## src/hw/rtl/cts_pkg.sv

```systemverilog
// Shared types, codes and microcode ROM for the cooperative task scheduler.
`timescale 1ns / 1ps
package cts_pkg;

  localparam int MAX_TASKS_DEF = 16;
  localparam int TICK_MS_DEF   = 10;
  localparam int RESULT_CAP    = 16;
  localparam logic [7:0] PENDING_MAX = 8'd255;

  // Command opcodes
  localparam logic [1:0] OP_ADD  = 2'd0;
  localparam logic [1:0] OP_TICK = 2'd1;
  localparam logic [1:0] OP_DISP = 2'd2;
  localparam logic [1:0] OP_DEL  = 2'd3;

  // Response kinds
  localparam logic [1:0] KIND_ADDED = 2'd0;
  localparam logic [1:0] KIND_FULL  = 2'd1;
  localparam logic [1:0] KIND_RUN   = 2'd2;

  typedef struct packed {
    logic [1:0]  opcode;
    logic [31:0] delay_ms;
    logic [31:0] period_ms;
    logic [3:0]  task_index;
  } cmd_t;

  typedef struct packed {
    logic [1:0] kind;
    logic [3:0] task_id;
    logic       last;
  } rsp_t;

  typedef struct packed {
    logic [31:0] delay;
    logic [31:0] period;
    logic [7:0]  pending;
  } slot_rec_t;

  // Datapath operations
  localparam logic [3:0] DP_IDLE     = 4'd0;
  localparam logic [3:0] DP_ADD_CHK  = 4'd1;
  localparam logic [3:0] DP_DIV      = 4'd2;
  localparam logic [3:0] DP_ADD_WR   = 4'd3;
  localparam logic [3:0] DP_ADD_FULL = 4'd4;
  localparam logic [3:0] DP_TICK     = 4'd5;
  localparam logic [3:0] DP_DISP     = 4'd6;
  localparam logic [3:0] DP_DISP_END = 4'd7;
  localparam logic [3:0] DP_DEL      = 4'd8;

  // Branch conditions
  localparam logic [2:0] C_NEXT = 3'd0;  // fall through
  localparam logic [2:0] C_GOTO = 3'd1;  // jump always
  localparam logic [2:0] C_OPC  = 3'd2;  // wait for command, jump by opcode
  localparam logic [2:0] C_FULL = 3'd3;  // jump if table full
  localparam logic [2:0] C_DIV  = 3'd4;  // repeat until divide done
  localparam logic [2:0] C_SCAN = 3'd5;  // repeat until scan ends, then jump

  // Microcode addresses
  localparam logic [3:0] U_IDLE     = 4'd0;
  localparam logic [3:0] U_ADD_CHK  = 4'd1;
  localparam logic [3:0] U_DIV      = 4'd2;
  localparam logic [3:0] U_ADD_WR   = 4'd3;
  localparam logic [3:0] U_ADD_FULL = 4'd4;
  localparam logic [3:0] U_TICK     = 4'd5;
  localparam logic [3:0] U_DISP     = 4'd6;
  localparam logic [3:0] U_DISP_END = 4'd7;
  localparam logic [3:0] U_DEL      = 4'd8;

  typedef struct packed {
    logic [3:0] op;
    logic [2:0] cond;
    logic [3:0] target;
  } uword_t;

  typedef struct packed {
    logic       accept;
    logic [1:0] opcode;
    logic       full;
    logic       div_done;
    logic       scan_end;
    logic       hold;
  } status_t;

  function automatic uword_t ucode_rom(input logic [3:0] pc);
    uword_t w;
    unique case (pc)
      U_IDLE:     w = '{op: DP_IDLE,     cond: C_OPC,  target: U_IDLE};
      U_ADD_CHK:  w = '{op: DP_ADD_CHK,  cond: C_FULL, target: U_ADD_FULL};
      U_DIV:      w = '{op: DP_DIV,      cond: C_DIV,  target: U_DIV};
      U_ADD_WR:   w = '{op: DP_ADD_WR,   cond: C_GOTO, target: U_IDLE};
      U_ADD_FULL: w = '{op: DP_ADD_FULL, cond: C_GOTO, target: U_IDLE};
      U_TICK:     w = '{op: DP_TICK,     cond: C_SCAN, target: U_IDLE};
      U_DISP:     w = '{op: DP_DISP,     cond: C_SCAN, target: U_DISP_END};
      U_DISP_END: w = '{op: DP_DISP_END, cond: C_GOTO, target: U_IDLE};
      U_DEL:      w = '{op: DP_DEL,      cond: C_GOTO, target: U_IDLE};
      default:    w = '{op: DP_IDLE,     cond: C_GOTO, target: U_IDLE};
    endcase
    return w;
  endfunction

  function automatic logic [3:0] op_entry(input logic [1:0] opcode);
    logic [3:0] a;
    unique case (opcode)
      OP_ADD:  a = U_ADD_CHK;
      OP_TICK: a = U_TICK;
      OP_DISP: a = U_DISP;
      OP_DEL:  a = U_DEL;
    endcase
    return a;
  endfunction

endpackage

```

## src/hw/rtl/cts_ram.sv

```systemverilog
// Generic simple dual-port RAM with registered read.
`timescale 1ns / 1ps
module cts_ram #(
  parameter int WIDTH = 8,
  parameter int DEPTH = 16,
  localparam int AW = (DEPTH > 1) ? $clog2(DEPTH) : 1
) (
  input  logic             clk,
  input  logic             we,
  input  logic [AW-1:0]    waddr,
  input  logic [WIDTH-1:0] wdata,
  input  logic [AW-1:0]    raddr,
  output logic [WIDTH-1:0] rdata
);

  logic [WIDTH-1:0] mem [DEPTH];

  always_ff @(posedge clk) begin
    if (we) begin
      mem[waddr] <= wdata;
    end
    rdata <= mem[raddr];
  end

endmodule

```

## src/hw/rtl/cts_div.sv

```systemverilog
// Reciprocal-multiply lane: divides by a fixed tick length in two steps.
`timescale 1ns / 1ps
module cts_div #(
  parameter int TICK_MS = 10
) (
  input  logic        clk,
  input  logic        start,
  input  logic        step,
  input  logic [31:0] dividend,
  output logic [31:0] quotient
);

  // q = (n * RECIP) >> (32 + L) with RECIP = ceil(2^(32+L) / TICK_MS) is exact
  // for every 32-bit n; RECIP needs 33 bits.
  localparam int L  = $clog2(TICK_MS);
  localparam int AW = 66 + L;
  localparam logic [63:0] RECIP_W =
    ((64'd1 << (32 + L)) + 64'(TICK_MS) - 64'd1) / 64'(TICK_MS);
  localparam logic [32:0] RECIP = RECIP_W[32:0];

  logic [31:0]   dq;
  logic [AW-1:0] acc;
  logic          phase;
  logic [16:0]   part;
  logic [48:0]   prod;
  logic [AW-1:0] addend;

  // Low 16 reciprocal bits first, then the high 17 shifted into place.
  assign part     = phase ? RECIP[32:16] : {1'b0, RECIP[15:0]};
  assign prod     = {17'b0, dq} * {32'b0, part};
  assign addend   = phase ? (AW'(prod) << 16) : AW'(prod);
  assign quotient = acc[32+L +: 32];

  always_ff @(posedge clk) begin
    if (start) begin
      dq    <= dividend;
      acc   <= '0;
      phase <= 1'b0;
    end else if (step) begin
      acc   <= acc + addend;
      phase <= 1'b1;
    end
  end

endmodule

```

## src/hw/rtl/cts_seq.sv

```systemverilog
// Microcode sequencer: step counter, control ROM and branch logic.
`timescale 1ns / 1ps
module cts_seq
  import cts_pkg::*;
(
  input  logic    clk,
  input  logic    rst,
  input  status_t status,
  output uword_t  uw,
  output logic    busy
);

  logic [3:0] upc;
  logic [3:0] upc_next;

  assign uw   = ucode_rom(upc);
  assign busy = (upc != U_IDLE);

  always_comb begin
    upc_next = upc;
    if (!status.hold) begin
      unique case (uw.cond)
        C_NEXT: upc_next = upc + 4'd1;
        C_GOTO: upc_next = uw.target;
        C_OPC:  upc_next = status.accept ? op_entry(status.opcode) : upc;
        C_FULL: upc_next = status.full ? uw.target : upc + 4'd1;
        C_DIV:  upc_next = status.div_done ? upc + 4'd1 : uw.target;
        C_SCAN: upc_next = status.scan_end ? uw.target : upc;
        default: upc_next = U_IDLE;
      endcase
    end
  end

  always_ff @(posedge clk) begin
    if (rst) begin
      upc <= U_IDLE;
    end else begin
      upc <= upc_next;
    end
  end

endmodule

```

## src/hw/rtl/cooperative_task_scheduler.sv

```systemverilog
// Cooperative time-triggered task scheduler, microcoded over a slot table RAM.
// Add runs check, 2 multiply steps and write; tick and dispatch scan the table
// one slot per cycle; dispatch and the add write also wait out response stalls.
// A new command is taken only once the sequencer is back at its idle step.
// Reset clears control state and slot valid bits at once; the table RAM is not swept.
`timescale 1ns / 1ps
module cooperative_task_scheduler
  import cts_pkg::*;
#(
  parameter int MAX_TASKS = MAX_TASKS_DEF,
  parameter int TICK_MS   = TICK_MS_DEF
) (
  input  logic clk,
  input  logic rst,
  input  logic cmd_valid,
  output logic cmd_stall,
  input  cmd_t cmd,
  output logic rsp_valid,
  input  logic rsp_stall,
  output rsp_t rsp
);

  localparam int SW = (MAX_TASKS > 1) ? $clog2(MAX_TASKS) : 1;  // slot index
  localparam int NW = $clog2(MAX_TASKS + 1);                     // fill count
  localparam int CW = $clog2(RESULT_CAP + 1);                    // results per dispatch
  localparam int XW = SW + 4;
  localparam int RECW = $bits(slot_rec_t);

  // Map a slot number onto the 4-bit task_id field (low bits only).
  function automatic logic [3:0] to_id(input logic [SW-1:0] s);
    logic [XW-1:0] x;
    x = {4'b0000, s};
    return x[3:0];
  endfunction

  uword_t  uw;
  status_t status;
  logic    busy;
  logic    accept;

  cmd_t              cmd_q;
  logic [SW-1:0]     ptr;
  logic [SW-1:0]     ptr_next;
  logic [NW-1:0]     next_free;
  logic [MAX_TASKS-1:0] slot_valid;
  logic [4:0]        div_cnt;
  logic              held_valid;
  logic [SW-1:0]     held_slot;
  logic [CW-1:0]     found_cnt;

  logic              ram_we;
  logic [SW-1:0]     ram_wa;
  slot_rec_t         ram_wd;
  logic [RECW-1:0]   ram_rdata;
  slot_rec_t         rec;

  logic [31:0]       q_delay;
  logic [31:0]       q_period;
  logic              div_start;
  logic              div_step;

  logic              full;
  logic              scan_end;
  logic              found;
  logic              hold;
  logic              out_free;
  logic              push;
  rsp_t              push_data;
  logic [SW-1:0]     nf_slot;
  logic [XW-1:0]     del_ext;
  logic [SW-1:0]     del_slot;
  logic              del_ok;

  assign accept    = cmd_valid && !cmd_stall;
  assign cmd_stall = busy;
  assign out_free  = !rsp_valid || !rsp_stall;
  assign rec       = slot_rec_t'(ram_rdata);

  assign full    = (next_free == NW'(MAX_TASKS));
  assign nf_slot = next_free[SW-1:0];
  assign del_ext = {{SW{1'b0}}, cmd_q.task_index};
  assign del_slot = del_ext[SW-1:0];
  assign del_ok  = (32'(cmd_q.task_index) < 32'(MAX_TASKS)) && slot_valid[del_slot];

  assign div_start = (uw.op == DP_ADD_CHK) && !full;
  assign div_step  = (uw.op == DP_DIV);

  // The divide takes two multiply steps.
  assign status = '{accept:   accept,
                    opcode:   cmd.opcode,
                    full:     full,
                    div_done: (div_cnt == 5'd1),
                    scan_end: scan_end,
                    hold:     hold};

  cts_seq u_seq (
    .clk    (clk),
    .rst    (rst),
    .status (status),
    .uw     (uw),
    .busy   (busy)
  );

  // One lane per stored interval; both share the step count.
  cts_div #(.TICK_MS(TICK_MS)) u_div_delay (
    .clk      (clk),
    .start    (div_start),
    .step     (div_step),
    .dividend (cmd_q.delay_ms),
    .quotient (q_delay)
  );

  cts_div #(.TICK_MS(TICK_MS)) u_div_period (
    .clk      (clk),
    .start    (div_start),
    .step     (div_step),
    .dividend (cmd_q.period_ms),
    .quotient (q_period)
  );

  // Read address runs one slot ahead so each scan step sees its own slot's data.
  cts_ram #(.WIDTH(RECW), .DEPTH(MAX_TASKS)) u_table (
    .clk   (clk),
    .we    (ram_we),
    .waddr (ram_wa),
    .wdata (ram_wd),
    .raddr (ptr_next),
    .rdata (ram_rdata)
  );

  // Datapath decode of the current control word.
  always_comb begin
    hold      = 1'b0;
    ram_we    = 1'b0;
    ram_wa    = ptr;
    ram_wd    = rec;
    push      = 1'b0;
    push_data = '{kind: KIND_RUN, task_id: to_id(held_slot), last: 1'b0};
    ptr_next  = ptr;
    scan_end  = 1'b0;
    found     = 1'b0;
    unique case (uw.op)
      DP_ADD_WR: begin
        // Store quotients, report the slot.
        hold      = !out_free;
        ram_we    = !hold;
        ram_wa    = nf_slot;
        ram_wd    = '{delay: q_delay, period: q_period, pending: 8'd0};
        push      = !hold;
        push_data = '{kind: KIND_ADDED, task_id: to_id(nf_slot), last: 1'b1};
      end
      DP_ADD_FULL: begin
        hold      = !out_free;
        push      = !hold;
        push_data = '{kind: KIND_FULL, task_id: 4'd0, last: 1'b1};
      end
      DP_TICK: begin
        // Count down; at zero add a run (saturating) and reload.
        scan_end = (ptr == SW'(MAX_TASKS - 1));
        ptr_next = scan_end ? '0 : ptr + SW'(1);
        ram_we   = slot_valid[ptr];
        if (rec.delay != 32'd0) begin
          ram_wd.delay = rec.delay - 32'd1;
        end else begin
          ram_wd.delay = rec.period;
          if (rec.pending != PENDING_MAX) begin
            ram_wd.pending = rec.pending + 8'd1;
          end
        end
      end
      DP_DISP: begin
        // A found run is held back until the next one is found, so the final one can carry last.
        found    = slot_valid[ptr] && (rec.pending != 8'd0);
        hold     = found && held_valid && !out_free;
        scan_end = (ptr == SW'(MAX_TASKS - 1)) ||
                   (found && (found_cnt == CW'(RESULT_CAP - 1)));
        if (!hold) begin
          ptr_next       = scan_end ? '0 : ptr + SW'(1);
          ram_we         = found;
          ram_wd.pending = rec.pending - 8'd1;
          push           = found && held_valid;
        end
      end
      DP_DISP_END: begin
        hold      = held_valid && !out_free;
        push      = held_valid && !hold;
        push_data = '{kind: KIND_RUN, task_id: to_id(held_slot), last: 1'b1};
      end
      default: begin
      end
    endcase
  end

  // Control state
  always_ff @(posedge clk) begin
    if (rst) begin
      ptr        <= '0;
      next_free  <= '0;
      slot_valid <= '0;
      div_cnt    <= '0;
      held_valid <= 1'b0;
      found_cnt  <= '0;
      rsp_valid  <= 1'b0;
    end else begin
      ptr <= ptr_next;
      if (push) begin
        rsp_valid <= 1'b1;
      end else if (rsp_valid && !rsp_stall) begin
        rsp_valid <= 1'b0;
      end
      unique case (uw.op)
        DP_IDLE: begin
          if (accept) begin
            found_cnt <= '0;
          end
        end
        DP_ADD_CHK: div_cnt <= '0;
        DP_DIV:     div_cnt <= div_cnt + 5'd1;
        DP_ADD_WR: begin
          if (!hold) begin
            slot_valid[nf_slot] <= 1'b1;
            next_free           <= next_free + NW'(1);
          end
        end
        DP_DISP: begin
          if (found && !hold) begin
            held_valid <= 1'b1;
            found_cnt  <= found_cnt + CW'(1);
            // Drop a one-shot task after its run.
            if (rec.period == 32'd0) begin
              slot_valid[ptr] <= 1'b0;
            end
          end
        end
        DP_DISP_END: begin
          if (!hold) begin
            held_valid <= 1'b0;
          end
        end
        DP_DEL: begin
          if (del_ok) begin
            slot_valid[del_slot] <= 1'b0;
          end
        end
        default: begin
        end
      endcase
    end
  end

  // Payload registers
  always_ff @(posedge clk) begin
    if (accept) begin
      cmd_q <= cmd;
    end
    if (push) begin
      rsp <= push_data;
    end
    if ((uw.op == DP_DISP) && found && !hold) begin
      held_slot <= ptr;
    end
  end

endmodule

```

## config.mk

```make
export PLATFORM = sky130hd
export DESIGN_NAME = cooperative_task_scheduler
export DESIGN_NICKNAME = d
export VERILOG_FILES = /design/src/hw/rtl/cts_pkg.sv /design/src/hw/rtl/cts_ram.sv /design/src/hw/rtl/cts_div.sv /design/src/hw/rtl/cts_seq.sv /design/src/hw/rtl/cooperative_task_scheduler.sv
export SDC_FILE = /design/constraint.sdc
export NUM_CORES = 2
export LEC_CHECK = 0
export BUFFER_PORTS_ARGS = -buffer_cell sky130_fd_sc_hd__buf_2
export CORE_MARGIN = 2
export CORE_UTILIZATION = 50
export DETAILED_ROUTE_END_ITERATION = 8
export PLACE_DENSITY = 0.66
export SETUP_SLACK_MARGIN = 0.5
export SYNTH_ARGS = -nofsm -noshare
export SYNTH_HDL_FRONTEND = slang
export SYNTH_HIERARCHICAL = 1
export SYNTH_SLANG_ARGS = --single-unit
```

## constraint.sdc

```tcl
create_clock -name clk -period 8.4 [get_ports clk]
set_input_delay 1.26 -clock clk [delete_from_list [all_inputs] [get_ports clk]]
set_output_delay 1.26 -clock clk [all_outputs]
set_load 0.005 [all_outputs]
```

==> impl_metrics.toml <==
[worst_hold_path]
worstHoldPathType = "reg -> reg"
whs_path_depth = 0
hp-start = "cmd_q[22]"
holdPathEnd = "u_div_period/dq[18]"

[timing]
finClkSkew_ps = 70.9
slew_headroom = 0.143
setup_slack_ps = 16.0
clock.fmax_mhz = 119
drv_slew = 0
final_hold_viol_count = 0
setup_violations = 0
grt_setup_unrepaired = "true"
worst_slew_pin_slew_ps = 1270
min_period_ps = 8380
post-route-period-util = 0.998

[cells_and_area]
fillers = 14200
nets = 8692
fin_area_um2 = 106000
final_cell_count_no_fill = 10100
drive_above_1_share = 0.227
final_cell_mix = "edfxtp_1, inv_1, ha_1, buf_4, nand2_1"
area_delta_synth_final_pct = 16.1
final_common_cell = "edfxtp_1"

[place]
port_buffers = 82
gp_congestion = 0.920
dp.cells = 9606
post-dp-hpwl_um = 155000
place_ws_ps = -105
placed_area_um2 = 96000

[worst_setup_path]
reg2reg_slack_ps = 20
r2r_cells = 37
r2r-end = "u_div_period/acc[67]"
rr_startpoint = "u_div_period/dq[6]"
cp.required_ps = 9100
crit_fanout = 4
endpoint_kind = "flop"
critPathLaunchType = "flop"
path_class = "reg -> reg"
path_common_cell = "fa_1"
critPathSlowestCell = "fa_1"
cp_data_arrival_time_ps = 9090
cpPeakStageDelay_ps = 530

[route]
avgRoutedWirePerCell_um = 23.4
antenna_left = 0
firstDrtPassIters = 6
drt_iter0_markers = 4898
routed-via-count = 58600
drt_wl_total_um = 236000
via_per_inst = 5.82
drc_errors = 0

[clock_network]
clk_pin_slew_ps = 60
cts_max_level = 4
cts_made_buffers = 163
ctsLongestPathBuffers = 3
cts_tree = "yes"
root_buffer = "clkbuf_16"
clock_latency_ps = 840
cts_hold_buf = 0
clock_sinks = 1556

[status]
outcome = "complete, no violations"

[global_routing]
antenna_found_initial = 4
grt_max_degree = 125
grt_first_pass_wirelength_um = 357000
grt_pass1_vias = 59400
gr-total-overflow = 0
grtUsageTotal = 0.253

[floorplan]
core-area_um2 = 181000
start_util = 0.503
io_pins = 83
fp.dieW_um = 430
dieArea_um2 = 185000
fp.dieH_um = 430
num_rows = 156

[flow_run]
cap_violations = 0

[logic_synthesis]
ys_warn_count = 6
synth.avg_cell_area_um2 = 12.8
netlist_area_um2 = 90900
postSynthCellCount = 7119
[sequential cells by signal, indices dropped and copies added (netlist names), 4 cells and up]
register / count
u_table/rdata: 72
slot_valid: 16
del_slot: 4
ptr: 4
u_div_delay/dq: 32
cmd_q: 64
u_div_period/dq: 32
found_cnt: 5
div_cnt: 5
rsp: 7
held_slot: 4
u_seq/uw: 10
u_div_delay/acc: 68
u_table/mem: 1152
next_free: 5
u_div_period/acc: 68
u_seq/upc: 4
[worst max-delay path by stage]
stage	start	end	slack, ps	cells after the start
4_1_cts	u_div_period/dq[6]	u_div_period/acc[65]	170	34
6_report	u_div_period/dq[6]	u_div_period/acc[67]	20	37
2_1_floorplan	u_div_period/phase	u_div_period/acc[65]	220	37
3_3_place_gp	u_div_period/dq[6]	u_div_period/acc[65]	-50	34
5_1_grt	u_div_period/dq[9]	u_div_period/acc[67]	-300	33
3_5_place_dp	u_div_period/dq[6]	u_div_period/acc[67]	-110	33
[worst max-delay path: cells and delay by family, from the launching register on]
kind	cells	cell delay, ps
buffers and inverters	7	610
adder cells (fa/ha/maj)	8	3350
XOR/XNOR	1	230
multiplexers	1	320
AO/OA/AOI/OAI	15	2460
flip-flops	1	470
AND/OR/NAND/NOR	5	830
[layer usage]
metal	track usage	routed length (µm)	up-vias
li1	-	-	26500
met4	0.0747	7160	2
met5	0	8	-
met3	0.0424	16200	393
met1	0.348	98800	29700
met2	0.413	114000	1957
[cell type report]
type | instances | area, µm² | area share
inverter | 884 | 3320 | 0.0315
clock inverter | 98 | 1310 | 0.0124
tap | 2370 | 2970 | 0.0281
multi-input combinational | 4333 | 44500 | 0.422
antenna | 3 | 7.51 | 0.0000711
clock buffer | 210 | 4470 | 0.0423
timing repair buffer | 615 | 4820 | 0.0457
sequential | 1556 | 44100 | 0.418
[stage by stage]
step	util	hold slack [ps]	TNS [ps]
global route	0.584	423	-2560
CTS	0.575	418	0
global placement	0.531	401	-51.4
finish	0.584	416	0
detailed placement	0.531	405	-468
floorplan	-	400	0
[timing repair]
action | 4_1_cts | 5_1_grt
buffers inserted | 101 | 50
gates resized for setup | 293 | 291
gates cloned | 1 | 0
setup endpoints to repair | 59 | 78
pin swaps | 201 | 171
Power is not shown: default switching activity piles up to over one toggle a cycle in this logic, so the estimate is an artifact.
